### config.mk
export PLATFORM = sky130hd
export DESIGN_NAME = vfnm_raster_cnt
export DESIGN_NICKNAME = d
export VERILOG_FILES = /design/src/vfnm_pkg.sv /design/src/vfnm_raster_cnt.sv
export SDC_FILE = /design/constraint.sdc
export NUM_CORES = 1
export LEC_CHECK = 0
export BUFFER_PORTS_ARGS = -buffer_cell sky130_fd_sc_hd__buf_2
export CORE_MARGIN = 2
export CORE_UTILIZATION = 40
export CTS_CLUSTER_DIAMETER = 50
export DETAILED_ROUTE_END_ITERATION = 7
export GPL_TIMING_DRIVEN = 0
export SYNTH_ARGS = -nofsm -noshare
export SYNTH_HDL_FRONTEND = slang
export SYNTH_SLANG_ARGS = --single-unit
export TNS_END_PERCENT = 1
### constraint.sdc
create_clock -name clock -period 9.5 [get_ports clock]
set_input_delay 2.85 -clock clock [delete_from_list [all_inputs] [get_ports clock]]
set_output_delay 2.85 -clock clock [all_outputs]
set_load 0.005 [all_outputs]
### src/vfnm_pkg.sv
`default_nettype none
package vfnm_pkg;

   localparam int SIZE_W  = 7;
   localparam int PLANE_W = 14;
   localparam int DIR_W   = 6;
   localparam int CSR_W   = 3;

   localparam logic [CSR_W-1:0] CSR_SIZE_X   = 3'd0;
   localparam logic [CSR_W-1:0] CSR_SIZE_Y   = 3'd1;
   localparam logic [CSR_W-1:0] CSR_SIZE_Z   = 3'd2;
   localparam logic [CSR_W-1:0] CSR_DIR_MASK = 3'd3;

   localparam logic CMD_LOAD = 1'b0;
   localparam logic CMD_EMIT = 1'b1;

   localparam logic [SIZE_W-1:0] SIZE_RST = 7'd64;
   localparam logic [DIR_W-1:0]  DIR_RST  = 6'd63;

   // self read, then the six face neighbours, then the last read returns
   typedef enum logic [3:0] {
      S_IDLE,
      S_SELF,
      S_XHI,
      S_XLO,
      S_YHI,
      S_YLO,
      S_ZHI,
      S_ZLO,
      S_FINISH
   } state_type;

   typedef struct packed {
      logic [SIZE_W-1:0] i;
      logic [SIZE_W-1:0] j;
      logic [SIZE_W-1:0] k;
      logic              last;
   } coord_type;

   function automatic logic [SIZE_W-1:0] clamp_size(input logic [SIZE_W-1:0] v,
                                                    input logic [8:0] maxv);
      if (v == '0) begin
         return 7'd1;
      end else if ({2'b00, v} > maxv) begin
         return maxv[SIZE_W-1:0];
      end else begin
         return v;
      end
   endfunction

endpackage
`default_nettype wire

### src/vfnm_raster_cnt.sv
`default_nettype none
module vfnm_raster_cnt #(
   parameter int AW = 18
) (
   input  wire logic                       clock,
   input  wire logic                       reset,
   input  wire logic                       clear,
   input  wire logic                       advance,
   input  wire logic [vfnm_pkg::SIZE_W-1:0] sx,
   input  wire logic [vfnm_pkg::SIZE_W-1:0] sy,
   input  wire logic [vfnm_pkg::SIZE_W-1:0] sz,
   output logic      [AW-1:0]              pos,
   output vfnm_pkg::coord_type             coord
);

   logic [AW-1:0]                pos_ff, pos_in;
   logic [vfnm_pkg::SIZE_W-1:0]  i_ff, i_in, j_ff, j_in, k_ff, k_in;
   logic                         i_end, j_end, k_end, all_end;

   assign i_end   = (i_ff + 7'd1) == sx;
   assign j_end   = (j_ff + 7'd1) == sy;
   assign k_end   = (k_ff + 7'd1) == sz;
   assign all_end = i_end & j_end & k_end;

   always_comb begin
      pos_in = pos_ff;
      i_in   = i_ff;
      j_in   = j_ff;
      k_in   = k_ff;
      if (clear) begin
         pos_in = '0;
         i_in   = '0;
         j_in   = '0;
         k_in   = '0;
      end else if (advance) begin
         if (all_end) begin
            pos_in = '0;
            i_in   = '0;
            j_in   = '0;
            k_in   = '0;
         end else begin
            pos_in = pos_ff + AW'(1);
            if (k_end) begin
               k_in = '0;
               if (j_end) begin
                  j_in = '0;
                  i_in = i_ff + 7'd1;
               end else begin
                  j_in = j_ff + 7'd1;
               end
            end else begin
               k_in = k_ff + 7'd1;
            end
         end
      end
   end

   always_ff @(posedge clock) begin
      if (reset) begin
         pos_ff <= '0;
         i_ff   <= '0;
         j_ff   <= '0;
         k_ff   <= '0;
      end else begin
         pos_ff <= pos_in;
         i_ff   <= i_in;
         j_ff   <= j_in;
         k_ff   <= k_in;
      end
   end

   assign pos        = pos_ff;
   assign coord.i    = i_ff;
   assign coord.j    = j_ff;
   assign coord.k    = k_ff;
   assign coord.last = all_end;

endmodule
`default_nettype wire

Word-level counts from Yosys, hierarchy flattened
Index checks and enable logic that the tools add are counted.

word-level totals
  logic and storage cells = 27
  output and inout bits = 40
  register bits = 39

operators by class
  bitwise operators = 2
  add/sub/neg operators = 4
  reduce and logical (&&, ||, !) cells = 5
  multiplexer cells = 9
  equality and inequality tests = 3

operator list
  operator               number
  $mux 7                 8
  $add 7x1->7 const B    3
  $eq 7x7->1             3
  $add 18x1->18 const B  1
  $mux 18                1
  $reduce_bool 2->1      2
  $reduce_and 3->1       1
  $and 1x1->1            2
  $reduce_and 2->1       1
  $reduce_or 2->1        1

Logic depth before layout (Yosys ltp)
  word-level depth = 6
  depth in mapped cells = 9
  gate-level depth less buffers = 8

Worst setup path before layout
Ideal clock, no wire load.

  path kind = in2out
  from = in sz[2] in the netlist's numbering
  to = out coord[0] in the netlist's numbering
  cell stages on the path = 7
  buffers on the path = 2
  slack = 2.524 ns
  arrival time = 4.126 ns
  path through = nand2b_1 > o211a_1 > o32a_1 > nor3_1 > and3_1 > buf_2 > buf_4

between the ends
  longest elaborated chain between the ends = 2

RTL lines
  element             RTL line               source
  start: declaration  vfnm_raster_cnt.sv:11  input wire logic [vfnm_pkg::SIZE_W-1:0] sz,
  $eq 7x7->1          vfnm_raster_cnt.sv:22  assign k_end = (k_ff + 7'd1) == sz;
  $and 1x1->1         vfnm_raster_cnt.sv:23  assign all_end = i_end & j_end & k_end;
  end: declaration    vfnm_raster_cnt.sv:13  output vfnm_pkg::coord_type coord

No other way between the ends.

Worst setup path after layout
Same ends and word-level chain as after synthesis.

==> summary.txt <==
GRT
  – Number of global-route vias before repair: 2061
  – Global-route wire length before repair: around 9.3 mm
  – Largest net degree at the start of global routing: 13
  – Initial antenna violation count: 0
  – Global Route Usage Sum: 17.83%
  – Grt ovf: 0

Clock tree
  – Clk buf depth: 2
  – Hold_buf cts: 0
  – Post-cts repair resize count: 0
  – CTS Buf Count: 5
  – CTS sink cnt: 39
  – CTS tree: yes
  – Root Driver: clkbuf_8
  – Total setup buffers inserted after CTS: 0
  – Worst skew pair latency: 290 ps
  – CTS clk-pin slew, worst paths: approximately 70 ps
  – CTS H-tree lvls: 2

Status
  – Status: complete, no violations

Final layout
  – ANT cells: 0
  – Most common cell after layout, fill and taps aside: buf_2
  – Most frequent cells in the layout: buf_2, dfxtp_1, nor2_1
  – Layout Cells excl Fill: 438
  – Layout area overhead: 21.66%
  – Share of layout cells above drive strength 1: 23.69%
  – Fillers: 602
  – Final Net Count: slightly below 400

Floorplanning
  – Initial core utilization: 40.68%
  – IO Count: 65
  – Horiz. Die Dim: approximately 80 um
  – # rows: 28
  – Die area: 0.006582 mm2
  – DIE HEIGHT: a little over 80 um
  – Core Footprint: around 0.0059 mm2

Power
  – Sw frac: 21.99%
  – Clock Power Share: 41.3%
  – Combinational Power Share: 7.7%
  – Maximum VDD drop: 70.79 uV
  – Power Internal: 252.0 uW
  – NetSw: slightly above 70 uW
  – Sequential share of power: 51.1%
  – Total power draw: approximately 320 uW
  – PwrDens: ~110 mW/mm2
  – Leak: 1.178 nW

Synthesis
  – Flops & latches, synth: 39
  – Sequential element share of the synthesized area: 32.81%
  – Mapped Area: around 0.0024 mm2
  – Post-synth EDFFs: 0
  – Synth unique cells: 49
  – Mapped Nets: 322
  – Ys flop type: dfxtp_1
  – Avg Cell Area, Syn: 8.122 um2
  – Cells after Synth: around 290
  – Ys async rst share: 0%
  – Synth warn: 0

STA
  – Final setup TNS: 0 ps
  – Worst hold slack: around 500 ps
  – Unrepaired setup endpoints after global routing: false
  – Final Hold Viols: 0
  – Minimum clock period: roughly 7400 ps
  – Final period util: about four fifths
  – Highest Clock Rate: 134.8 MHz
  – Final setup margin: 2082 ps
  – Fin. max-slew vios: 0
  – Clock Skews: 7.702 ps
  – Final setup violation count: 0
  – Rel. slew slack: 60.85%
  – Least-Margin Pin Slew: ~580 ps

Placed design
  – Final HPWL DP: 4.207 mm
  – PortBufs: 63
  – Pre-CTS setup slack: about 2100 ps
  – Post-placement cell count: 431
  – GP Congestion: 0.7593

Worst setup path
  – CP Data Required Time: 6650 ps
  – Crit path kind: in2out
  – Endpoint class of the critical path: output port
  – Nature of the critical path startpoint: primary input
  – Critical Path AT: 4570 ps
  – Crit-path max FO: 7

Min path
  – HP Class: reg2reg

Route
  – Routed vias/inst: 5.242
  – Routed wire per std cell: 12.89 um
  – WL final: between 5 and 6 mm
  – Via count: 2296
  – DRC: 0
  – Initial detailed-routing violation count: between 100 and 150
  – Detailed Routing Iterations Pass 1: 4
  – Antenna-violating nets left: 0

Job
  – Max cap viols: 0
## logic make-up (layout without fill, tap and decap cells)
logic type,count (synthesis),after routing,share of synthesized area [%]
buffers and inverters,16,86,2.892
AND/OR/NAND/NOR,137,137,31.81
flip-flops,39,39,32.81
XOR/XNOR,38,38,13.99
AO/OA/AOI/OAI,55,55,14.72
multiplexers,4,4,1.683
adder cells (fa/ha/maj),4,4,2.103
## synth_stat cells (all sizes together) (3+ instances only)
master,count,share of area [%]
inv,3,0.47
o21a,4,1.3
clkbuf,6,0.95
nand3b,4,1.4
xnor2,20,7.4
nand4,9,2.4
mux2i,4,1.7
and3,8,2.3
nand2,23,3.6
nor3,8,2.2
a31oi,6,1.6
xor2,18,6.6
ha,4,2.1
or3b,4,1.5
dfxtp,39,33
o2111ai,3,1.1
a21oi,20,4.2
o21ai,11,2.3
nand3,16,3.4
a2bb2oi,3,1.1
nor2,32,5.0
nand2b,7,1.8
or3,12,3.2
buf,7,1.5
## power by group through the flow
stage / Combinational [mW] / Sequential (mW) / Clock [mW]
2_1_floorplan: 0.0150 / 0.169 / 0
3_3_place_gp: 0.0244 / 0.169 / 0
3_5_place_dp: 0.0248 / 0.169 / 0
4_1_cts: 0.0249 / 0.165 / 0.138
5_1_grt: 0.0276 / 0.165 / 0.146
6_report: 0.0247 / 0.165 / 0.133
## sequential cells by signal, summed over array words and instances, names as in the netlist
signal and count:
j_ff 7, pos 18, i_ff 7, k_ff 7
## worst paths after layout
kind	from	end	slack, ps	depth (start not counted)
min	k_ff[6]	k_ff[6]	500	2
max	sz[2]	coord[0]	2080	9
max reg2reg	k_ff[0]	pos[17]	6780	9
min reg2reg	k_ff[6]	k_ff[6]	500	2
## metal layers
metal / global-route usage [%] / vias up / wire, um
li1: - / 1182 / -
met1: 23.06 / 1049 / 2696
met2: 29.75 / 54 / 2633
met3: 3.000 / 11 / 222
met4: 6.610 / 0 / 95
met5: 0 / - / 0
## through the flow
step           utilization (%)  area [um2]
5_1_grt                  49.49        2895
3_3_place_gp             47.67        2789
6_report                 49.49        2895
3_5_place_dp             47.67        2789
4_1_cts                  49.49        2895
2_1_floorplan                -        2380
## worst max-delay path, cell delays in order
cell and delay, ps:
buf_2 110, nand2b_1 150, o211a_1 210, o32a_1 340, nor3_1 320, and3_1 200
buf_2 170, buf_4 130, buf_2 90
## final cells by class
| type | instances | area [um2] | share of cell area [%] |
|---|---|---|---|
| clock buffer | 5 | 68.82 | 2.377 |
| sequential | 39 | 780.7 | 26.97 |
| timing repair buffer | 63 | 315.3 | 10.89 |
| tap | 75 | 93.84 | 3.241 |
| multi-input combinational | 238 | 1530 | 52.85 |
| inverter | 3 | 11.26 | 0.3889 |
| buffer | 13 | 57.56 | 1.988 |
| clock inverter | 2 | 37.54 | 1.296 |
Note: power is estimated with default switching activity, not from simulation.
